## src/rtl/sli_pkg.sv

```systemverilog
// Package for the sorted list block: sizes, operation and status codes,
// request and response payload types. No dependencies.
package sli_pkg;

  localparam int CAPACITY = 16;
  localparam int OCCW     = $clog2(CAPACITY + 1);
  localparam int IDXW     = (CAPACITY > 1) ? $clog2(CAPACITY) : 1;
  localparam int VALW     = 32;
  localparam int HELDW    = 5;
  localparam int QDEPTH   = 2;
  localparam int QPTRW    = 1;
  localparam int QCNTW    = 2;

  typedef enum logic [1:0] {
    OP_INSERT = 2'd0,
    OP_DELETE = 2'd1,
    OP_CLEAR  = 2'd2,
    OP_READ   = 2'd3
  } op_t;

  typedef enum logic [2:0] {
    ST_INSERTED  = 3'd0,
    ST_REMOVED   = 3'd1,
    ST_NOT_FOUND = 3'd2,
    ST_FULL      = 3'd3,
    ST_CLEARED   = 3'd4,
    ST_READ_ITEM = 3'd5,
    ST_EMPTY     = 3'd6
  } status_t;

  typedef enum logic {
    BK_IDLE,
    BK_READ
  } back_state_t;

  typedef struct packed {
    op_t                    operation;
    logic signed [VALW-1:0] value;
  } req_t;

  typedef struct packed {
    status_t                status;
    logic signed [VALW-1:0] item_value;
    logic                   last;
    logic [HELDW-1:0]       entries_held;
  } rsp_t;

endpackage

```

## src/rtl/sli_front.sv

```systemverilog
// Front end of the sorted list block: accepts request transfers into a
// two-entry command queue that the back end drains. Depends on sli_pkg.
module sli_front (
  input  logic          clk,
  input  logic          rst,
  input  logic          req_valid,
  output logic          req_stall,
  input  sli_pkg::req_t req,
  output logic          cmd_valid,
  input  logic          cmd_pop,
  output sli_pkg::req_t cmd
);
  import sli_pkg::*;

  req_t             slots [QDEPTH];
  logic [QPTRW-1:0] wr_ptr;
  logic [QPTRW-1:0] rd_ptr;
  logic [QCNTW-1:0] count;
  logic             push;
  logic             pop;

  assign req_stall = (count == QCNTW'(QDEPTH));
  assign push      = req_valid && !req_stall;
  assign cmd_valid = (count != '0);
  assign pop       = cmd_pop && cmd_valid;
  assign cmd       = slots[rd_ptr];

  always_ff @(posedge clk) begin
    if (push) begin
      slots[wr_ptr] <= req;
    end
  end

  always_ff @(posedge clk) begin
    if (rst) begin
      wr_ptr <= '0;
      rd_ptr <= '0;
      count  <= '0;
    end else begin
      if (push) wr_ptr <= wr_ptr + 1'b1;
      if (pop)  rd_ptr <= rd_ptr + 1'b1;
      case ({push, pop})
        2'b10:   count <= count + 1'b1;
        2'b01:   count <= count - 1'b1;
        default: count <= count;
      endcase
    end
  end

endmodule

```

## src/rtl/sli_back.sv

```systemverilog
// Back end of the sorted list block: row of value cells with parallel
// compare, insert/delete shift, read-out sequencer and response register.
// Depends on sli_pkg.
module sli_back (
  input  logic          clk,
  input  logic          rst,
  input  logic          cmd_valid,
  output logic          cmd_pop,
  input  sli_pkg::req_t cmd,
  output logic          rsp_valid,
  input  logic          rsp_stall,
  output sli_pkg::rsp_t rsp
);
  import sli_pkg::*;

  logic signed [VALW-1:0] cells      [CAPACITY];
  logic signed [VALW-1:0] cells_next [CAPACITY];
  logic [OCCW-1:0]        occ;
  logic [OCCW-1:0]        occ_next;
  logic [IDXW-1:0]        idx;
  logic [IDXW-1:0]        idx_next;
  back_state_t            state;
  back_state_t            state_next;
  rsp_t                   rsp_next;
  logic                   emit;
  logic                   can_emit;
  logic                   ins_en;
  logic                   del_en;
  logic                   found;
  logic                   read_last;
  logic [CAPACITY-1:0]    at;    // insert: cell at or after slot
  logic [CAPACITY-1:0]    rm;    // delete: cell at or after match
  logic [CAPACITY-1:0]    eq;

  assign can_emit  = !rsp_valid || !rsp_stall;
  assign read_last = (idx == IDXW'(occ - 1'b1));

  // parallel compares against every cell
  always_comb begin
    for (int i = 0; i < CAPACITY; i++) begin
      logic inval;
      inval = (OCCW'(i) < occ);
      at[i] = !inval || (cells[i] > cmd.value);
      rm[i] = inval && !(cells[i] < cmd.value);
      eq[i] = inval && (cells[i] == cmd.value);
    end
    found = |eq;
  end

  always_comb begin
    for (int i = 0; i < CAPACITY; i++) begin
      cells_next[i] = cells[i];
      if (ins_en && at[i]) begin
        if (i == 0) begin
          cells_next[i] = cmd.value;
        end else if (at[i-1]) begin
          cells_next[i] = cells[i-1];
        end else begin
          cells_next[i] = cmd.value;
        end
      end else if (del_en && rm[i] && (i < CAPACITY - 1)) begin
        cells_next[i] = cells[i+1];
      end
    end
  end

  always_comb begin
    state_next = state;
    idx_next   = idx;
    occ_next   = occ;
    emit       = 1'b0;
    cmd_pop    = 1'b0;
    ins_en     = 1'b0;
    del_en     = 1'b0;
    rsp_next   = rsp;
    rsp_next.item_value = '0;
    rsp_next.last       = 1'b1;
    case (state)
      BK_IDLE: begin
        if (cmd_valid && can_emit) begin
          cmd_pop = 1'b1;
          emit    = 1'b1;
          case (cmd.operation)
            OP_INSERT: begin
              if (occ >= OCCW'(CAPACITY)) begin
                rsp_next.status = ST_FULL;
              end else begin
                ins_en          = 1'b1;
                occ_next        = occ + 1'b1;
                rsp_next.status = ST_INSERTED;
              end
            end
            OP_DELETE: begin
              if (found) begin
                del_en          = 1'b1;
                occ_next        = occ - 1'b1;
                rsp_next.status = ST_REMOVED;
              end else begin
                rsp_next.status = ST_NOT_FOUND;
              end
            end
            OP_CLEAR: begin
              occ_next        = '0;
              rsp_next.status = ST_CLEARED;
            end
            OP_READ: begin
              if (occ == '0) begin
                rsp_next.status = ST_EMPTY;
              end else begin
                rsp_next.status     = ST_READ_ITEM;
                rsp_next.item_value = cells[0];
                rsp_next.last       = (occ == OCCW'(1));
                if (occ != OCCW'(1)) begin
                  state_next = BK_READ;
                  idx_next   = IDXW'(1);
                end
              end
            end
            default: rsp_next.status = ST_EMPTY;
          endcase
        end
      end
      BK_READ: begin
        if (can_emit) begin
          emit                = 1'b1;
          rsp_next.status     = ST_READ_ITEM;
          rsp_next.item_value = cells[idx];
          rsp_next.last       = read_last;
          if (read_last) begin
            state_next = BK_IDLE;
          end else begin
            idx_next = idx + 1'b1;
          end
        end
      end
      default: state_next = BK_IDLE;
    endcase
    rsp_next.entries_held = HELDW'(occ_next);
  end

  always_ff @(posedge clk) begin
    cells <= cells_next;
    idx   <= idx_next;
    if (emit) begin
      rsp <= rsp_next;
    end
  end

  always_ff @(posedge clk) begin
    if (rst) begin
      state     <= BK_IDLE;
      occ       <= '0;
      rsp_valid <= 1'b0;
    end else begin
      state <= state_next;
      occ   <= occ_next;
      if (emit) begin
        rsp_valid <= 1'b1;
      end else if (!rsp_stall) begin
        rsp_valid <= 1'b0;
      end
    end
  end

endmodule

```

## src/rtl/sorted_list_insert_delete.sv

```systemverilog
// Sorted list, insert/delete/clear/read-out. A request passes through the
// command queue and then the response register. Insert, delete and clear
// each give one response from the back end; a read-out holds the back end
// until it has sent every entry held (or an empty status), one value per
// cycle unless stalled; the two-entry command queue takes requests meanwhile.
// Reset: occupancy zero, queue and response register empty; cells not cleared.
module sorted_list_insert_delete (
  input  logic          clk,
  input  logic          rst,
  input  logic          req_valid,
  output logic          req_stall,
  input  sli_pkg::req_t req,
  output logic          rsp_valid,
  input  logic          rsp_stall,
  output sli_pkg::rsp_t rsp
);
  import sli_pkg::*;

  // Command queue between front and back; each side stalls on its own.
  logic cmd_valid;
  logic cmd_pop;
  req_t cmd;

  // Front: takes request transfers while the queue has room.
  sli_front u_front (
    .clk       (clk),
    .rst       (rst),
    .req_valid (req_valid),
    .req_stall (req_stall),
    .req       (req),
    .cmd_valid (cmd_valid),
    .cmd_pop   (cmd_pop),
    .cmd       (cmd)
  );

  // Back: compares all cells at once, shifts on insert/delete, and walks
  // the cells one per cycle for read-out while the response is not
  // stalled. Its response register decouples it from the consumer's stall.
  sli_back u_back (
    .clk       (clk),
    .rst       (rst),
    .cmd_valid (cmd_valid),
    .cmd_pop   (cmd_pop),
    .cmd       (cmd),
    .rsp_valid (rsp_valid),
    .rsp_stall (rsp_stall),
    .rsp       (rsp)
  );

endmodule
```

## config.mk

```make
export PLATFORM = sky130hd
export DESIGN_NAME = sorted_list_insert_delete
export DESIGN_NICKNAME = d
export VERILOG_FILES = /design/src/rtl/sli_pkg.sv /design/src/rtl/sli_front.sv /design/src/rtl/sli_back.sv /design/src/rtl/sorted_list_insert_delete.sv
export SDC_FILE = /design/constraint.sdc
export NUM_CORES = 2
export LEC_CHECK = 0
export ABC_CLOCK_PERIOD_IN_PS = 12730
export CAP_MARGIN = 20
export CORE_MARGIN = 4
export CORE_UTILIZATION = 65
export CTS_BUF_LIST = sky130_fd_sc_hd__clkbuf_4 sky130_fd_sc_hd__clkbuf_8 sky130_fd_sc_hd__clkbuf_16
export DETAILED_ROUTE_END_ITERATION = 10
export DONT_BUFFER_PORTS = 1
export GPL_TIMING_DRIVEN = 1
export HOLD_SLACK_MARGIN = 0.02
export PLACE_DENSITY_LB_ADDON = 0.05
export SYNTH_ARGS = -nofsm -noshare
export SYNTH_HDL_FRONTEND = slang
export SYNTH_HIERARCHICAL = 1
export SYNTH_SLANG_ARGS = --single-unit
export TNS_END_PERCENT = 50
```

## constraint.sdc

```tcl
create_clock -name clk -period 12.73 [get_ports clk]
set_clock_uncertainty 0.15 [all_clocks]
set_input_delay 1.273 -clock clk [delete_from_list [all_inputs] [get_ports clk]]
set_output_delay 1.273 -clock clk [all_outputs]
set_load 0.01 [all_outputs]
```

[Word level (Yosys, flattened, before mapping)]
Memories as Yosys holds them, arrays and structs flattened. A register that Yosys moved wholly into a read port is not among the register bits.
Cells that the tools add are included.
W data, S select, Z words.
Operators by class
  bitwise operators: 2
  order comparisons: 49
  equality and inequality tests: 32
  add/subtract/negate cells: 7
  mux-type cells: 95
  reduce and logical (&&, ||, !) cells: 138
Operators with widths (number)
  $mux W32: 47
  $eq A32 B32 Y1: 16
  $gt A32 B32 Y1: 16
  $lt A32 B32 Y1: 15
  $bmux W32 S4: 1
  $mux W36: 2
  $pmux W36 S2: 1
  $mux W33: 2
  $logic_and A1 B1 Y1: 65
  $lt A4 B5 Y1 const A: 8
  $logic_not A1 Y1: 34
  $reduce_bool A2 Y1: 17
  $mux W4: 6
  $mux W1: 23
  $lt A3 B5 Y1 const A: 4
  $mux W5: 4
  $logic_or A1 B1 Y1: 17
  $reduce_or A16 Y1: 1
  $pmux W5 S3: 1
  $pmux W3 S4: 1
  $ge A5 B5 Y1 const B: 2
  $lt A1 B5 Y1 const A: 2
  $lt A2 B5 Y1 const A: 2
  $eq A2 B2 Y1 const B: 4
  22 further kinds: 32
Storage, ports and cells
  logic and storage cells: 351
  memory bits (writable): 68
  output and inout port bits: 43
  bits of input ports: 38
  flip-flop bits (word level): 568
  memories kept: 1
Memory list
  u_front.slots: depth 2, width 34, rd ports 1, clocked after memory_dff 1, write ports 1, line sli_front.sv:15  | req_t slots [QDEPTH];

[Logic depth before layout (Yosys ltp)]
  depth in word-level cells: 10
  gate-level depth with buffers: 16

[By module]
Netlist, hierarchy kept.
Modules (own cells, without submodules)
  sli_back: area each 44447.6 sq um, instances 1, cells each 4055
  sli_front: area each 2671.3 sq um, instances 1, cells each 132

[Worst setup path before layout]
No wires, ideal clock.
  path type: reg-to-reg
  start point: register (tool-made name)
  end point: register u_back/cells[100] in the netlist's numbering (enable)
  clock period less this slack: 6.427 ns
  arrival time: 5.807 ns
  cell stages (with the launch flop): 14
  slack: 6.303 ns
  data required time: 12.110 ns
  library setup time: 0.470 ns
  cells stage by stage: dfxtp_1 buf_2 buf_2 mux2_1 inv_1 ha_1 nand4_1 or4_1 or4_4 o221ai_2 nor2_2 nand2_4 nand3_4 o31ai_1
RTL lines
  end signal: assignment: line sli_back.sv:142  | cells <= cells_next;
  end: declaration: line sli_back.sv:16  | logic signed [VALW-1:0] cells [CAPACITY];

==> impl_metrics.env <==
export IMPL_status="completed"
export IMPL_min_from="u_front/wr_ptr$_SDFFE_PP0P_"
export IMPL_async_reset_ff_frac=0
export IMPL_crit_arrival_ns=6.78
export IMPL_grt_max_degree=132
export IMPL_rows=98
export IMPL_required_ns=12.88
export IMPL_fp_coreArea_sq_um=71730
export IMPL_crit_path_end_kind="flop"
export IMPL_synth_xor_xnor_area_share=0.002788
export IMPL_syn_inst=4187
export IMPL_synth_top_family_by_area="multiplexers"
export IMPL_drc=0
export IMPL_grt_pass1_vias=34608
export IMPL_cts_buffers=73
export IMPL_clk_latency_ns=0.64
export IMPL_grtUsageTotal=0.3710
export IMPL_cts_hold_buf=0
export IMPL_final_nets=4617
export IMPL_crit_slowest_cell="nor4_1"
export IMPL_gp_congestion=1.038
export IMPL_cp_num_buf_inv=3
export IMPL_start_util=0.6569
export IMPL_fin_crit_sh=0.5206
export IMPL_period_minus_slack_ns=6.627
export IMPL_fp_dieH_um=277.2
export IMPL_cts_root_buf="clkbuf_16"
export IMPL_synth_seq_cells=637
export IMPL_final_util=0.7014
export IMPL_critical_path_max_stage_delay_ns=0.88
export IMPL_dieArea_sq_um=76860
export IMPL_ff2ff_path_depth=13
export IMPL_yosysSeqAreaShare=0.4034
export IMPL_cts_sinks=637
export IMPL_synth_cell_types=95
export IMPL_ir_drop_v=0.0002085
export IMPL_final_cell_mix="a21oi_1 (644), edfxtp_1 (625), ha_1 (518)"
export IMPL_place_area_sq_um=47860
export IMPL_power_frac_clock=0.222
export IMPL_holdPathStages=2
export IMPL_via_per_inst=7.270
export IMPL_synthesis_nets=4743
export IMPL_worstMarginPinSlew_ns=1.196
export IMPL_crit_chain="buf_4, mux2_2, inv_1, ha_1, nand4_1, nor4_1, nand4_1, o221ai_1, a211oi_2, nand2_4, nand3_4, o31ai_4, buf_4"
export IMPL_max_freq_mhz=150.9
export IMPL_r2r_setup_slack_ns=6.10
export IMPL_setup_violations=0
export IMPL_drv_slew=0
export IMPL_synth_edf_count=625
export IMPL_relSlewSlack=0.1944
export IMPL_power_density_nw_per_um2=190.4
export IMPL_dr_total_vias=36816
export IMPL_synth_flop_cell="edfxtp_1"
export IMPL_startpoint_type="flop"
export IMPL_power_switching_mw=3.935
export IMPL_worstSetupPathType="reg2reg"
export IMPL_wl_per_cell_um=28.97
export IMPL_synthMuxAreaShare=0.1922
export IMPL_cp_max_fo=34
export IMPL_ant_nets=0
export IMPL_mappedNetlistArea_sq_um=47120
export IMPL_h_tree_depth=3
export IMPL_sw_frac_of_total=0.4108
export IMPL_holdPathEnd="u_front/wr_ptr$_SDFFE_PP0P_"
export IMPL_ios=81
export IMPL_reg2reg_to="u_back/cells[100]$_DFFE_PP_"
export IMPL_rsz0062_at_grt="no"
export IMPL_cts_buffer_depth=3
export IMPL_antenna_found_initial=5
export IMPL_first_iter_violations=5242
export IMPL_areaGrowthSynthToFinish_pct=6.774
export IMPL_layout_commonest_cell="a21oi_1"
export IMPL_finalWorstSetupSlack_ns=6.103
export IMPL_fin_area_sq_um=50310
export IMPL_yosys_area_share_adder=0.1376
export IMPL_cts_tree="done"
export IMPL_avgSynthCellArea_sq_um=11.25
export IMPL_cts_setup_buffers=0
export IMPL_seqPwrFrac=0.353
export IMPL_intPower_mw=5.645
export IMPL_setup_tns_final_ns=0
export IMPL_power_frac_comb=0.424
export IMPL_port_buffers=0
export IMPL_clkSlewWorstSetupHoldPaths_ns=0.06
export IMPL_drv_cap=0
export IMPL_drive_gt1_frac=0.1393
export IMPL_crit_family="simple AND/OR/NAND/NOR gates"
export IMPL_ctsResizeCount=0
export IMPL_drt_wl_total_um=146700
export IMPL_yosys_area_share_simple=0.07871
export IMPL_yosys_warnings=6
export IMPL_grt_pass1_wl_um=219600
export IMPL_overflow=0
export IMPL_hold_viol=0
export IMPL_p_leak_nw=20.65
export IMPL_die_w_um=277.2
export IMPL_antennaDiodeCount=0
export IMPL_synth_compound_area_frac=0.1502
export IMPL_place_ws_ns=6.240
export IMPL_drtPass1Iterations=8
export IMPL_hp_class="reg2reg"
export IMPL_dp_final_hpwl_um=108100
-- power by group through the flow --
stage / registers (mW) / logic [mW] / clock network (mW)
2_1_floorplan: 3.24 / 2.79 / 0
5_1_grt: 3.42 / 4.44 / 2.25
6_report: 3.39 / 4.06 / 2.13
3_5_place_dp: 3.41 / 3.92 / 0
3_3_place_gp: 3.40 / 3.81 / 0
4_1_cts: 3.37 / 3.94 / 2.15
-- area by class of cell --
class	instances	area (sq um)
flip-flops and latches	637	19010
fillers	5300	21420
multi-input cells	3189	26700
clock buffers	96	2006
well taps	950	1189
inverters	71	274.0
repair buffers	89	773.2
clock inverters	32	359.1
-- flip-flops by register name, indices dropped and copies added, names as in the netlist, named ones only --
signal	count
u_back/cells	512
u_back/idx	4
u_back/occ	5
u_back/rsp	41
u_back/rsp_valid	1
u_back/state	1
u_front/count	2
u_front/rd_ptr	1
u_front/slots	68
u_front/wr_ptr	1
-- metal layers --
layer / track usage / up-vias / part of all wire
li1: - / 16244 / -
met1: 0.5365 / 17775 / 0.40
met2: 0.5548 / 2485 / 0.44
met3: 0.08582 / 310 / 0.12
met4: 0.1279 / 2 / 0.041
met5: 0 / - / 0.000089
-- worst reg2reg max path, stage by stage, from the launching register on --
cell and delay (ns):
dfxtp_2 0.31, buf_4 0.43, mux2_2 0.61, inv_1 0.56
ha_1 0.53, nand4_1 0.23, nor4_1 0.88, nand4_1 0.35
o221ai_1 0.27, a211oi_2 0.18, nand2_4 0.18, nand3_4 0.29
o31ai_4 0.86, buf_4 0.44
-- kinds of logic (layout without fill, tap and decap cells) --
family | count (synthesis) | in the layout
flip-flops | 637 | 637
adder cells (fa/ha/maj) | 518 | 518
AND/OR/NAND/NOR | 751 | 751
AO/OA/AOI/OAI | 1218 | 1218
XOR/XNOR | 15 | 15
buffers and inverters | 361 | 288
multiplexers | 687 | 687
-- worst max-delay path by stage --
| stage | slack (ns) | startpoint | endpoint | cells after the start |
|---|---|---|---|---|
| 2_1_floorplan | 6.30 | flop | u_back/cells[100]$_DFFE_PP_ | 13 |
| 3_3_place_gp | 6.28 | flop | u_back/cells[233]$_DFFE_PP_ | 13 |
| 3_5_place_dp | 6.24 | flop | u_back/cells[232]$_DFFE_PP_ | 13 |
| 4_1_cts | 6.21 | flop | u_back/cells[234]$_DFFE_PP_ | 13 |
| 5_1_grt | 6.01 | flop | u_back/cells[234]$_DFFE_PP_ | 13 |
| 6_report | 6.10 | flop | u_back/cells[100]$_DFFE_PP_ | 13 |
-- Yosys cell counts (8+ instances only) --
library cell  instances  share of area
a211oi_1             12         0.0019
a21boi_0              9         0.0014
a21o_1               60         0.0096
a21oi_1             647          0.069
a221oi_1              8         0.0015
a31o_2                9         0.0017
a31oi_1              98          0.013
a32o_1               32         0.0068
and2_1               14         0.0019
buf_1                26         0.0021
buf_2                61         0.0065
buf_4                14         0.0022
buf_6                23         0.0055
clkbuf_1            165          0.013
dfxtp_1              12         0.0051
edfxtp_1            625           0.40
ha_1                518           0.14
inv_1                70         0.0056
mux2_1               15         0.0036
mux2_2              123          0.029
mux2i_1             388          0.082
mux4_2              160          0.076
nand2_1             177          0.014
nand2b_1             18         0.0024
nand3_1              71         0.0075
nand4_1             117          0.016
nor2_1              216          0.017
nor2b_1              32         0.0042
nor3_1               25         0.0027
nor4_1               23         0.0031
o211ai_1             17         0.0027
o21a_1               14         0.0022
o21ai_0             186          0.020
o21ai_1              39         0.0041
o21ai_2               9         0.0017
o31ai_1              12         0.0019
xor2_1                8         0.0015
-- stage by stage --
| stage | power [mW] | std cells | hold slack (ns) |
|---|---|---|---|
| 3_5_place_dp | 7.329 | 4932 | 0.3288 |
| 6_report | 9.581 | 5064 | 0.3361 |
| 4_1_cts | 9.456 | 5060 | 0.3409 |
| 5_1_grt | 10.10 | 5064 | 0.3918 |
| 2_1_floorplan | 6.023 | 4187 | 0.3018 |
| 3_3_place_gp | 7.208 | 4931 | 0.3204 |
No activity file was read; power rests on OpenSTA's default activity.
